--- src/i2c_master_register_access_assert.svh ---
// assertion macros for the i2c register access master
// used by the top level only, needs i_clk and i_rst_n in scope
`ifndef I2C_MASTER_REGISTER_ACCESS_ASSERT_SVH
`define I2C_MASTER_REGISTER_ACCESS_ASSERT_SVH

// same-cycle implication outside reset
`define A_IMPL(label, ante, cons) \
    label: assert property (@(posedge i_clk) disable iff (!i_rst_n) (ante) |-> (cons)) \
        else $error("i2c master check failed");

// next-cycle implication, also checked across reset
`define A_NEXT(label, ante, cons) \
    label: assert property (@(posedge i_clk) (ante) |=> (cons)) \
        else $error("i2c master check failed");

`endif

--- src/i2cmra_pkg.sv ---
// shared types and constants of the i2c register access master
// no dependencies
package i2cmra_pkg;

    typedef enum logic [1:0] {
        REQ_TICK  = 2'd0,
        REQ_WRITE = 2'd1,
        REQ_READ  = 2'd2,
        REQ_BYTE  = 2'd3
    } t_req;

    localparam logic [1:0] CFG_PHASE_TICKS  = 2'd0;
    localparam logic [1:0] CFG_ACK_TIMEOUT  = 2'd1;
    localparam logic [1:0] CFG_ACK_POLL     = 2'd2;

    localparam logic [7:0] PHASE_TICKS_RST  = 8'd5;
    localparam logic [7:0] ACK_TIMEOUT_RST  = 8'd50;
    localparam logic [3:0] ACK_POLL_RST     = 4'd1;

    typedef struct packed {
        t_req       kind;
        logic [6:0] dev_addr;
        logic [7:0] reg_addr;
        logic [7:0] length;
        logic [7:0] write_byte;
        logic       sda_level;
    } t_item;

    typedef struct packed {
        logic  valid;
        t_item item;
    } t_item_q;

endpackage

--- src/i2cmra_front.sv ---
// front end: takes requests, classifies them and queues them (two entries)
// depends on i2cmra_pkg
module i2cmra_front import i2cmra_pkg::*; (
    input  logic        i_clk,
    input  logic        i_rst_n,
    input  logic        i_tvalid,
    output logic        o_tready,
    input  logic [31:0] i_tdata,
    input  logic [1:0]  i_tuser,
    output t_item_q     o_head,
    input  logic        i_take
);

    t_item       r_mem [2];
    logic        r_wr_ptr, r_rd_ptr;
    logic [1:0]  r_count;
    logic        w_push, w_pop;
    t_item       w_in;

    assign o_tready = (r_count != 2'd2);
    assign w_push   = i_tvalid && o_tready;
    assign w_pop    = i_take && (r_count != 2'd0);

    always_comb begin
        w_in.kind       = t_req'(i_tuser);
        w_in.dev_addr   = i_tdata[6:0];
        w_in.reg_addr   = i_tdata[14:7];
        w_in.length     = i_tdata[22:15];
        w_in.write_byte = i_tdata[30:23];
        w_in.sda_level  = i_tdata[31];
    end

    assign o_head.valid = (r_count != 2'd0);
    assign o_head.item  = r_mem[r_rd_ptr];

    always_ff @(posedge i_clk) begin
        if (w_push) begin
            r_mem[r_wr_ptr] <= w_in;
        end
    end

    always_ff @(posedge i_clk) begin
        if (!i_rst_n) begin
            r_wr_ptr <= 1'b0;
            r_rd_ptr <= 1'b0;
            r_count  <= 2'd0;
        end else begin
            if (w_push) r_wr_ptr <= ~r_wr_ptr;
            if (w_pop)  r_rd_ptr <= ~r_rd_ptr;
            case ({w_push, w_pop})
                2'b10:   r_count <= r_count + 2'd1;
                2'b01:   r_count <= r_count - 2'd1;
                default: r_count <= r_count;
            endcase
        end
    end

endmodule

--- src/i2cmra_back.sv ---
// back end: bus phase sequencer, one queued request per tick, registered result
// depends on i2cmra_pkg
module i2cmra_back import i2cmra_pkg::*; (
    input  logic        i_clk,
    input  logic        i_rst_n,
    input  logic        i_cfg_we,
    input  logic [1:0]  i_cfg_index,
    input  logic [7:0]  i_cfg_data,
    input  t_item_q     i_head,
    output logic        o_take,
    output logic        o_tvalid,
    input  logic        i_tready,
    output logic [15:0] o_tdata
);

    typedef enum logic [4:0] {
        PH_IDLE, PH_ST1, PH_ST2, PH_ST3, PH_ST4, PH_TXS, PH_TXH, PH_TXL,
        PH_AKS, PH_AKH, PH_POLL, PH_AKL, PH_WAIT, PH_RXL, PH_RXH, PH_RXE,
        PH_RAS, PH_RAH, PH_RAL, PH_SP1, PH_SP2, PH_SP3, PH_SP4
    } t_phase;

    typedef struct packed {
        t_phase     ph;
        logic [7:0] tick;
        logic [3:0] bitc;
        logic [7:0] sh;
        logic [7:0] left;
        logic [7:0] poll;
        logic       rd;
        logic [6:0] dev;
        logic [7:0] rg;
        logic [1:0] stage;
        logic       failed;
        logic       scl;
        logic       sda;
        logic       dir;
        logic       gv;
        logic       gd;
    } t_bst;

    logic [7:0]  r_phase_ticks, r_ack_timeout;
    logic [3:0]  r_ack_poll;
    t_bst        r_st;
    logic        r_tvalid;
    logic [15:0] r_tdata;
    t_bst        w_s1, w_s2;
    logic        w_scl, w_sda, w_dir, w_need;

    function automatic t_bst f_enter(input t_bst s, input t_phase ph, input logic [7:0] pt);
        t_bst t;
        t      = s;
        t.ph   = ph;
        t.tick = (pt != 8'd0) ? pt : 8'd1;
        case (ph)
            PH_ST1:  begin t.dir = 1'b1; t.sda = 1'b1; end
            PH_ST2:  t.scl = 1'b1;
            PH_ST3:  t.sda = 1'b0;
            PH_ST4:  t.scl = 1'b0;
            PH_TXS:  begin t.dir = 1'b1; t.scl = 1'b0; t.sda = t.sh[7]; end
            PH_TXH:  t.scl = 1'b1;
            PH_TXL:  t.scl = 1'b0;
            PH_AKS:  begin t.dir = 1'b0; t.scl = 1'b0; end
            PH_AKH:  t.scl = 1'b1;
            PH_POLL: begin t.tick = 8'd0; t.poll = 8'd0; end
            PH_AKL:  t.scl = 1'b0;
            PH_RXL:  begin t.dir = 1'b0; t.scl = 1'b0; end
            PH_RXH:  t.scl = 1'b1;
            PH_RXE:  t.scl = 1'b0;
            PH_RAS:  begin t.scl = 1'b0; t.dir = 1'b1; t.sda = (t.left == 8'd0); end
            PH_RAH:  t.scl = 1'b1;
            PH_RAL:  t.scl = 1'b0;
            PH_SP1:  begin t.dir = 1'b1; t.scl = 1'b0; end
            PH_SP2:  t.sda = 1'b0;
            PH_SP3:  t.scl = 1'b1;
            PH_SP4:  t.sda = 1'b1;
            default: t = t;
        endcase
        return t;
    endfunction

    // next data byte of a write, or stop when none is left
    function automatic t_bst f_next_wr(input t_bst s, input logic [7:0] pt);
        t_bst t;
        t = s;
        if (t.left != 8'd0) t.ph = PH_WAIT;
        else t = f_enter(t, PH_SP1, pt);
        return t;
    endfunction

    function automatic t_bst f_phase_end(input t_bst s, input logic sda,
                                         input logic [7:0] pt);
        t_bst t;
        t = s;
        case (s.ph)
            PH_ST1: t = f_enter(t, PH_ST2, pt);
            PH_ST2: t = f_enter(t, PH_ST3, pt);
            PH_ST3: t = f_enter(t, PH_ST4, pt);
            PH_ST4: begin
                t.sh   = {t.dev, (t.stage == 2'd2)};
                t.bitc = 4'd0;
                t      = f_enter(t, PH_TXS, pt);
            end
            PH_TXS: t = f_enter(t, PH_TXH, pt);
            PH_TXH: t = f_enter(t, PH_TXL, pt);
            PH_TXL: begin
                t.sh   = {t.sh[6:0], 1'b0};
                t.bitc = t.bitc + 4'd1;
                if (t.bitc < 4'd8) t = f_enter(t, PH_TXS, pt);
                else t = f_enter(t, PH_AKS, pt);
            end
            PH_AKS: t = f_enter(t, PH_AKH, pt);
            PH_AKH: t = f_enter(t, PH_POLL, pt);
            PH_AKL: begin
                case (t.stage)
                    2'd0: begin
                        t.stage = 2'd1;
                        t.sh    = t.rg;
                        t.bitc  = 4'd0;
                        t       = f_enter(t, PH_TXS, pt);
                    end
                    2'd1: begin
                        if (t.rd) begin
                            t.stage = 2'd2;
                            t       = f_enter(t, PH_ST1, pt);
                        end else begin
                            t.stage = 2'd3;
                            t       = f_next_wr(t, pt);
                        end
                    end
                    2'd2: begin
                        t.stage = 2'd3;
                        if (t.left != 8'd0) begin
                            t.bitc = 4'd0;
                            t      = f_enter(t, PH_RXL, pt);
                        end else begin
                            t = f_enter(t, PH_SP1, pt);
                        end
                    end
                    default: t = f_next_wr(t, pt);
                endcase
            end
            PH_RXL: t = f_enter(t, PH_RXH, pt);
            PH_RXH: begin
                t.sh   = {t.sh[6:0], sda};
                t.bitc = t.bitc + 4'd1;
                if (t.bitc < 4'd8) begin
                    t = f_enter(t, PH_RXL, pt);
                end else begin
                    t.gv   = 1'b1;
                    t.left = t.left - 8'd1;
                    t      = f_enter(t, PH_RXE, pt);
                end
            end
            PH_RXE: t = f_enter(t, PH_RAS, pt);
            PH_RAS: t = f_enter(t, PH_RAH, pt);
            PH_RAH: t = f_enter(t, PH_RAL, pt);
            PH_RAL: begin
                if (t.left != 8'd0) begin
                    t.bitc = 4'd0;
                    t      = f_enter(t, PH_RXL, pt);
                end else begin
                    t = f_enter(t, PH_SP1, pt);
                end
            end
            PH_SP1: t = f_enter(t, PH_SP2, pt);
            PH_SP2: t = f_enter(t, PH_SP3, pt);
            PH_SP3: t = f_enter(t, PH_SP4, pt);
            PH_SP4: begin
                t.ph = PH_IDLE;
                t.gd = 1'b1;
            end
            default: t.ph = PH_IDLE;
        endcase
        return t;
    endfunction

    // request handling first, then the line levels, then the phase timer
    always_comb begin
        w_s1    = r_st;
        w_s1.gv = 1'b0;
        w_s1.gd = 1'b0;
        if (r_st.ph == PH_IDLE &&
            (i_head.item.kind == REQ_WRITE || i_head.item.kind == REQ_READ)) begin
            w_s1.dev    = i_head.item.dev_addr;
            w_s1.rg     = i_head.item.reg_addr;
            w_s1.left   = i_head.item.length;
            w_s1.rd     = (i_head.item.kind == REQ_READ);
            w_s1.failed = 1'b0;
            w_s1.stage  = 2'd0;
            w_s1        = f_enter(w_s1, PH_ST1, r_phase_ticks);
        end else if (r_st.ph == PH_WAIT && i_head.item.kind == REQ_BYTE) begin
            w_s1.sh   = i_head.item.write_byte;
            w_s1.left = w_s1.left - 8'd1;
            w_s1.bitc = 4'd0;
            w_s1      = f_enter(w_s1, PH_TXS, r_phase_ticks);
        end

        w_scl  = w_s1.scl;
        w_dir  = w_s1.dir;
        w_sda  = w_s1.dir ? w_s1.sda : 1'b1;
        w_need = (w_s1.ph == PH_WAIT);

        w_s2 = w_s1;
        if (w_s1.ph == PH_POLL) begin
            if (w_s2.tick != 8'd0) w_s2.tick = w_s2.tick - 8'd1;
            if (w_s2.tick == 8'd0) begin
                if (!i_head.item.sda_level) begin
                    w_s2 = f_enter(w_s2, PH_AKL, r_phase_ticks);
                end else if (w_s2.poll >= r_ack_timeout) begin
                    w_s2.failed = 1'b1;
                    w_s2        = f_enter(w_s2, PH_SP1, r_phase_ticks);
                end else begin
                    w_s2.poll = w_s2.poll + 8'd1;
                    w_s2.tick = (r_ack_poll != 4'd0) ? {4'd0, r_ack_poll} : 8'd1;
                end
            end
        end else if (w_s1.ph != PH_IDLE && w_s1.ph != PH_WAIT) begin
            if (w_s2.tick != 8'd0) w_s2.tick = w_s2.tick - 8'd1;
            if (w_s2.tick == 8'd0) begin
                w_s2 = f_phase_end(w_s2, i_head.item.sda_level, r_phase_ticks);
            end
        end
    end

    assign o_take   = i_head.valid && (!r_tvalid || i_tready);
    assign o_tvalid = r_tvalid;
    assign o_tdata  = r_tdata;

    always_ff @(posedge i_clk) begin
        if (!i_rst_n) begin
            r_phase_ticks <= PHASE_TICKS_RST;
            r_ack_timeout <= ACK_TIMEOUT_RST;
            r_ack_poll    <= ACK_POLL_RST;
        end else if (i_cfg_we) begin
            case (i_cfg_index)
                CFG_PHASE_TICKS: r_phase_ticks <= i_cfg_data;
                CFG_ACK_TIMEOUT: r_ack_timeout <= i_cfg_data;
                CFG_ACK_POLL:    r_ack_poll    <= i_cfg_data[3:0];
                default:         r_ack_poll    <= r_ack_poll;
            endcase
        end
    end

    always_ff @(posedge i_clk) begin
        if (!i_rst_n) begin
            r_st     <= '{ph: PH_IDLE, scl: 1'b1, sda: 1'b1, dir: 1'b1, default: '0};
            r_tvalid <= 1'b0;
        end else begin
            if (o_take) begin
                r_st     <= w_s2;
                r_tvalid <= 1'b1;
                r_tdata  <= {(w_s2.ph != PH_IDLE), w_s2.gd & w_s2.failed, w_s2.gd,
                             w_need, w_s2.gv, (w_s2.gv ? w_s2.sh : 8'd0),
                             w_dir, w_sda, w_scl};
            end else if (i_tready) begin
                r_tvalid <= 1'b0;
            end
        end
    end

endmodule

--- src/i2c_master_register_access.sv ---
// I2C register access master: one request per tick, one result per tick.
// A request is taken every clock cycle when the result side keeps up; each
// request is one bus timing tick, passing the request queue, then the registered
// sequencer step. Line levels follow the phase timer: phase_ticks requests per
// bus phase, ack_poll per ACK poll step. The user must write configuration through
// the write port only while no request is queued or pending; the block does not
// enforce this. Depends on i2cmra_pkg, i2cmra_front, i2cmra_back.
`include "i2c_master_register_access_assert.svh"
module i2c_master_register_access import i2cmra_pkg::*; (
    input  logic        i_clk,
    input  logic        i_rst_n,
    input  logic        i_cfg_we,
    input  logic [1:0]  i_cfg_index,
    input  logic [7:0]  i_cfg_data,
    input  logic        i_s_axis_tvalid,
    output logic        o_s_axis_tready,
    // dev_addr[6:0], reg_addr[14:7], length[22:15], write_byte[30:23], sda_level[31]
    input  logic [31:0] i_s_axis_tdata,
    // req_type[1:0]
    input  logic [1:0]  i_s_axis_tuser,
    output logic        o_m_axis_tvalid,
    input  logic        i_m_axis_tready,
    // scl_level[0], sda_drive[1], sda_is_output[2], read_byte[10:3], read_valid[11],
    // need_write_byte[12], done_res[13], status[14], busy_res[15]
    output logic [15:0] o_m_axis_tdata
);

    t_item_q w_head;
    logic    w_take;

    i2cmra_front u_front (
        .i_clk    (i_clk),
        .i_rst_n  (i_rst_n),
        .i_tvalid (i_s_axis_tvalid),
        .o_tready (o_s_axis_tready),
        .i_tdata  (i_s_axis_tdata),
        .i_tuser  (i_s_axis_tuser),
        .o_head   (w_head),
        .i_take   (w_take)
    );

    i2cmra_back u_back (
        .i_clk       (i_clk),
        .i_rst_n     (i_rst_n),
        .i_cfg_we    (i_cfg_we),
        .i_cfg_index (i_cfg_index),
        .i_cfg_data  (i_cfg_data),
        .i_head      (w_head),
        .o_take      (w_take),
        .o_tvalid    (o_m_axis_tvalid),
        .i_tready    (i_m_axis_tready),
        .o_tdata     (o_m_axis_tdata)
    );

    // a finished transaction leaves the bus idle
    `A_IMPL(a_done_idle, o_m_axis_tvalid && o_m_axis_tdata[13], !o_m_axis_tdata[15])
    // error status only with done
    `A_IMPL(a_status_done, o_m_axis_tvalid && o_m_axis_tdata[14], o_m_axis_tdata[13])
    // waiting for write data implies a transaction in progress
    `A_IMPL(a_need_busy, o_m_axis_tvalid && o_m_axis_tdata[12], o_m_axis_tdata[15])
    // nothing is queued or presented right after reset
    `A_NEXT(a_reset_clear, !i_rst_n, !o_m_axis_tvalid && !w_head.valid)

endmodule

--- config.mk ---
export PLATFORM = sky130hd
export DESIGN_NAME = i2c_master_register_access
export DESIGN_NICKNAME = d
export VERILOG_FILES = /design/src/i2cmra_pkg.sv /design/src/i2cmra_front.sv /design/src/i2cmra_back.sv /design/src/i2c_master_register_access.sv
export VERILOG_INCLUDE_DIRS = /design/src /design/src/src
export SDC_FILE = /design/constraint.sdc
export NUM_CORES = 1
export LEC_CHECK = 0
export ABC_AREA = 1
export BUFFER_PORTS_ARGS = -buffer_cell sky130_fd_sc_hd__buf_2
export CAP_MARGIN = 20
export CORE_UTILIZATION = 35
export CTS_CLUSTER_DIAMETER = 60
export DETAILED_ROUTE_END_ITERATION = 16
export GPL_TIMING_DRIVEN = 0
export SYNTH_ARGS = -nofsm -noshare
export SYNTH_HDL_FRONTEND = slang
export SYNTH_HIERARCHICAL = 1
export SYNTH_SLANG_ARGS = --single-unit
export TNS_END_PERCENT = 50
--- constraint.sdc ---
create_clock -name i_clk -period 5.4 [get_ports i_clk]
set_input_delay 0.27 -clock i_clk [delete_from_list [all_inputs] [get_ports i_clk]]
set_output_delay 0.27 -clock i_clk [all_outputs]
set_load 0.05 [all_outputs]
==> results.yml <==
synthesis:
  netlist_instances: 1387
  seq_area_frac_synth: 0.411
  yosys_warnings: 6
  synth_fp_nets: 1452
  synth.avg_cell_area_um2: 7.56
  synth_area_um2: 10500
  yosysUniqueCellTypes: 52
  synth_seq_cells: 173
detailed_routing:
  totalWireLength_um: 32500
  drt_pass1_iterations: 5
  vias_per_cell: 5.18
  ant_nets: 0
  vias: 9887
  drt_first_iter_violations: 801
  avgRoutedWirePerCell_um: 17.1
  drc: 0
layout:
  drive_above_1_share: 0.138
  multi_input_area_um2: 5160
  register_area_um2: 4300
  fill_cells: 3022
  design_area_um2: 12300
  fin_cells: 1907
  post-route-util: 0.415
  area_growth_syn_to_layout_pct: 17.0
  nNetsFinal: 1569
  antenna_cells: 0
worst_setup_path:
  required_ns: 5.64
  cp_slowest_cell: "nor2_1"
  crit_top_cell: "inv_1"
  worstSetupEndpointType: "register"
  critPathMaxFanout: 10
  start_kind: "register"
  critPathMaxStageDelay_ns: 0.67
  cp_cell_sequence: "buf_6 -> buf_12 -> mux2_4 -> ha_1 -> nand2_1 -> inv_1 -> nand3_4 -> buf_2 -> nand3_1 -> nor2_1 -> inv_1 -> clkbuf_1 -> nor2_1 -> inv_1 -> nor2_4 -> inv_2 -> a21oi_1"
  critPathKind: "register to register"
  worstPathArrival_ns: 5.02
power_and_ir_drop:
  vdd_drop_max_mv: 0.225
  p_leak_nw: 5.36
  power_frac_clock: 0.169
  internal-power_mw: 3.70
  seq_power_share: 0.239
  p_comb_frac: 0.593
  swShare: 0.510
  p_sw_mw: 3.84
  power_density_nw_per_um2: 615
  p_total_mw: 7.54
worst_hold_path:
  hp-class: "input port to register"
cts:
  post_cts_buffers: 0
  cts_tree: "done"
  post_cts_resize_count: 0
  root_buffer: "clkbuf_16"
  clock_latency_ns: 0.45
  ctsLongestPathBuffers: 2
  cts.sinks: 173
  cts_max_level: 4
  clk_pin_slew_ns: 0.07
  numCtsBuffers: 17
sta:
  period_share: 0.885
  rsz0062_at_grt: "no"
  max_freq_mhz: 209
  drv_slew: 0
  setup_violations: 0
  setup_ws_ns: 0.619
  hold_slack_ns: 0.0199
  tightest_slew_ns: 1.08
  min_period_ns: 4.78
  slew_headroom: 0.279
  hold_viol: 0
  tns_ns: 0
  clock_skew_ns: 0.0140
run_status:
  outcome: "finished clean"
grt:
  track_usage: 0.214
  grt_pass1_wl_um: 50600
  grt_pass1_vias: 9353
  grt_max_degree: 25
  gr-total-overflow: 0
  antenna_found_initial: 0
die:
  die_x_um: 175
  dieArea_um2: 30700
  die_h_um: 175
  ios: 67
  initial_core_util: 0.355
  row_count: 63
  coreArea_um2: 29600
placed_design:
  placedInstanceArea_um2: 11400
  dp_cells: 1846
  io_buffers: 66
  hpwl_um: 24700
  gp_congestion: 0.939
  dp_slack_ns: 0.770
job:
  maxCapViolCount: 0
area by class of cell:
| type | count | area share |
|---|---|---|
| Timing Repair Buffer | 98 | 0.0557 |
| Inverter | 204 | 0.0624 |
| Buffer | 47 | 0.0218 |
| Clock buffer | 18 | 0.0350 |
| Clock inverter | 14 | 0.0137 |
| Multi-Input combinational cell | 963 | 0.421 |
| Tap cell | 390 | 0.0398 |
| Sequential cell | 173 | 0.351 |
kinds of logic (layout without fill, tap and decap cells):
family,after synthesis,count (layout),synth area share
and+or+nand+nor,622,622,0.263
muxes,34,34,0.0473
AOI/OAI and AO/OA,288,288,0.159
buffers and inverters,251,381,0.0986
xor gates and xnor gates,3,3,0.00251
adders and majority gates,16,16,0.0191
DFF,173,173,0.411
Yosys cell counts, drive strengths merged:
library cell / count / share of area
and3: 1 / 0.00060
a211oi: 1 / 0.00072
nand3: 89 / 0.049
a41oi: 9 / 0.0075
a31oi: 3 / 0.0018
o22ai: 22 / 0.013
nand4: 17 / 0.010
or2: 3 / 0.0018
clkinv: 6 / 0.0021
o311ai: 1 / 0.00084
a221oi: 8 / 0.0067
o21ai: 127 / 0.061
o221ai: 6 / 0.0050
xor2: 1 / 0.00084
clkbuf: 31 / 0.011
o31ai: 3 / 0.0021
edfxtp: 84 / 0.24
nor2: 149 / 0.061
o211ai: 21 / 0.015
nor4: 2 / 0.0012
mux2: 34 / 0.047
and2: 2 / 0.0012
ha: 16 / 0.019
nor3b: 1 / 0.00072
nor3: 26 / 0.013
o21a: 1 / 0.00072
xnor2: 2 / 0.0017
nand3b: 5 / 0.0036
a22oi: 1 / 0.00072
nand2: 327 / 0.12
inv: 198 / 0.071
a21oi: 79 / 0.039
o2111ai: 4 / 0.0033
dfxtp: 89 / 0.17
o21bai: 2 / 0.0014
buf: 16 / 0.014
power by group through the flow:
stage          Combinational [mW]  Clock (mW)  Sequential, mW
2_1_floorplan                3.10           0            1.89
6_report                     4.47        1.27            1.80
4_1_cts                      4.41        1.30            1.80
3_5_place_dp                 4.37           0            1.82
3_3_place_gp                 4.31           0            1.82
5_1_grt                      4.88        1.34            1.83
sequential cells by signal, summed over array words and instances (netlist names), 2 cells and up, named ones only:
signal / count
u_back/r_st: 63
u_back/r_ack_timeout: 8
u_back/o_tdata: 16
u_front/r_count: 2
u_front/r_mem: 68
u_back/r_ack_poll: 4
u_back/r_phase_ticks: 8
worst max-delay path, delay by kind of cell, from the launching register on:
family                     cells  cell delay, ns
buffers and inverters          8            1.54
and+or+nand+nor                6            1.80
DFF                            1            0.32
adders and majority gates      1            0.28
muxes                          1            0.31
AOI/OAI and AO/OA              1            0.29
path summary, 6_finish.rpt:
check                           slack, ns                               from  cells after the start                           endpoint
worst max-delay path                 0.62                           register                     17    u_back/o_tdata[9]$_SDFFCE_PN0P_
worst max register to register       0.62                           register                     17    u_back/o_tdata[9]$_SDFFCE_PN0P_
worst min register to register       0.46  u_back/r_ack_poll[3]$_SDFFE_PN0P_                      2  u_back/r_ack_poll[3]$_SDFFE_PN0P_
worst min-delay path                 0.02                 i_s_axis_tdata[13]                      1     u_front/r_mem[1][23]$_DFFE_PP_
cells in the final DEF, fill, tap and decap left out, types with 8 or more instances in the layout:
cell type      count
a41oi_1            9
a221oi_1           8
nand3_1           77
edfxtp_1          84
clkbuf_1          32
nor2_1           132
o22ai_1           22
inv_1            184
clkbuf_16         17
nand4_1           17
buf_2             73
inv_2             14
dlygate4sd3_1     29
dfxtp_1           89
nand3_2           11
mux2_4            30
o211ai_1          21
nand2_2            8
nor2_4            10
a21oi_1           78
ha_1              16
o21ai_0           97
o21ai_1           28
nor3_1            25
nand2_1          316
per-layer routing:
layer | global-route usage | wire, um | vias to the layer above | share of wire
li1 | - | - | 4897 | -
met1 | 0.281 | 14700 | 4576 | 0.45
met2 | 0.344 | 14800 | 352 | 0.46
met3 | 0.0350 | 2000 | 62 | 0.061
met4 | 0.0953 | 982 | 0 | 0.030
met5 | 0 | 0 | - | 0
timing repair:
item                       4_1_cts  5_1_grt
hold buffers                    29        0
hold endpoints to repair        57        0
setup endpoints to repair        0        0
Power figures use the tool's default switching activity.
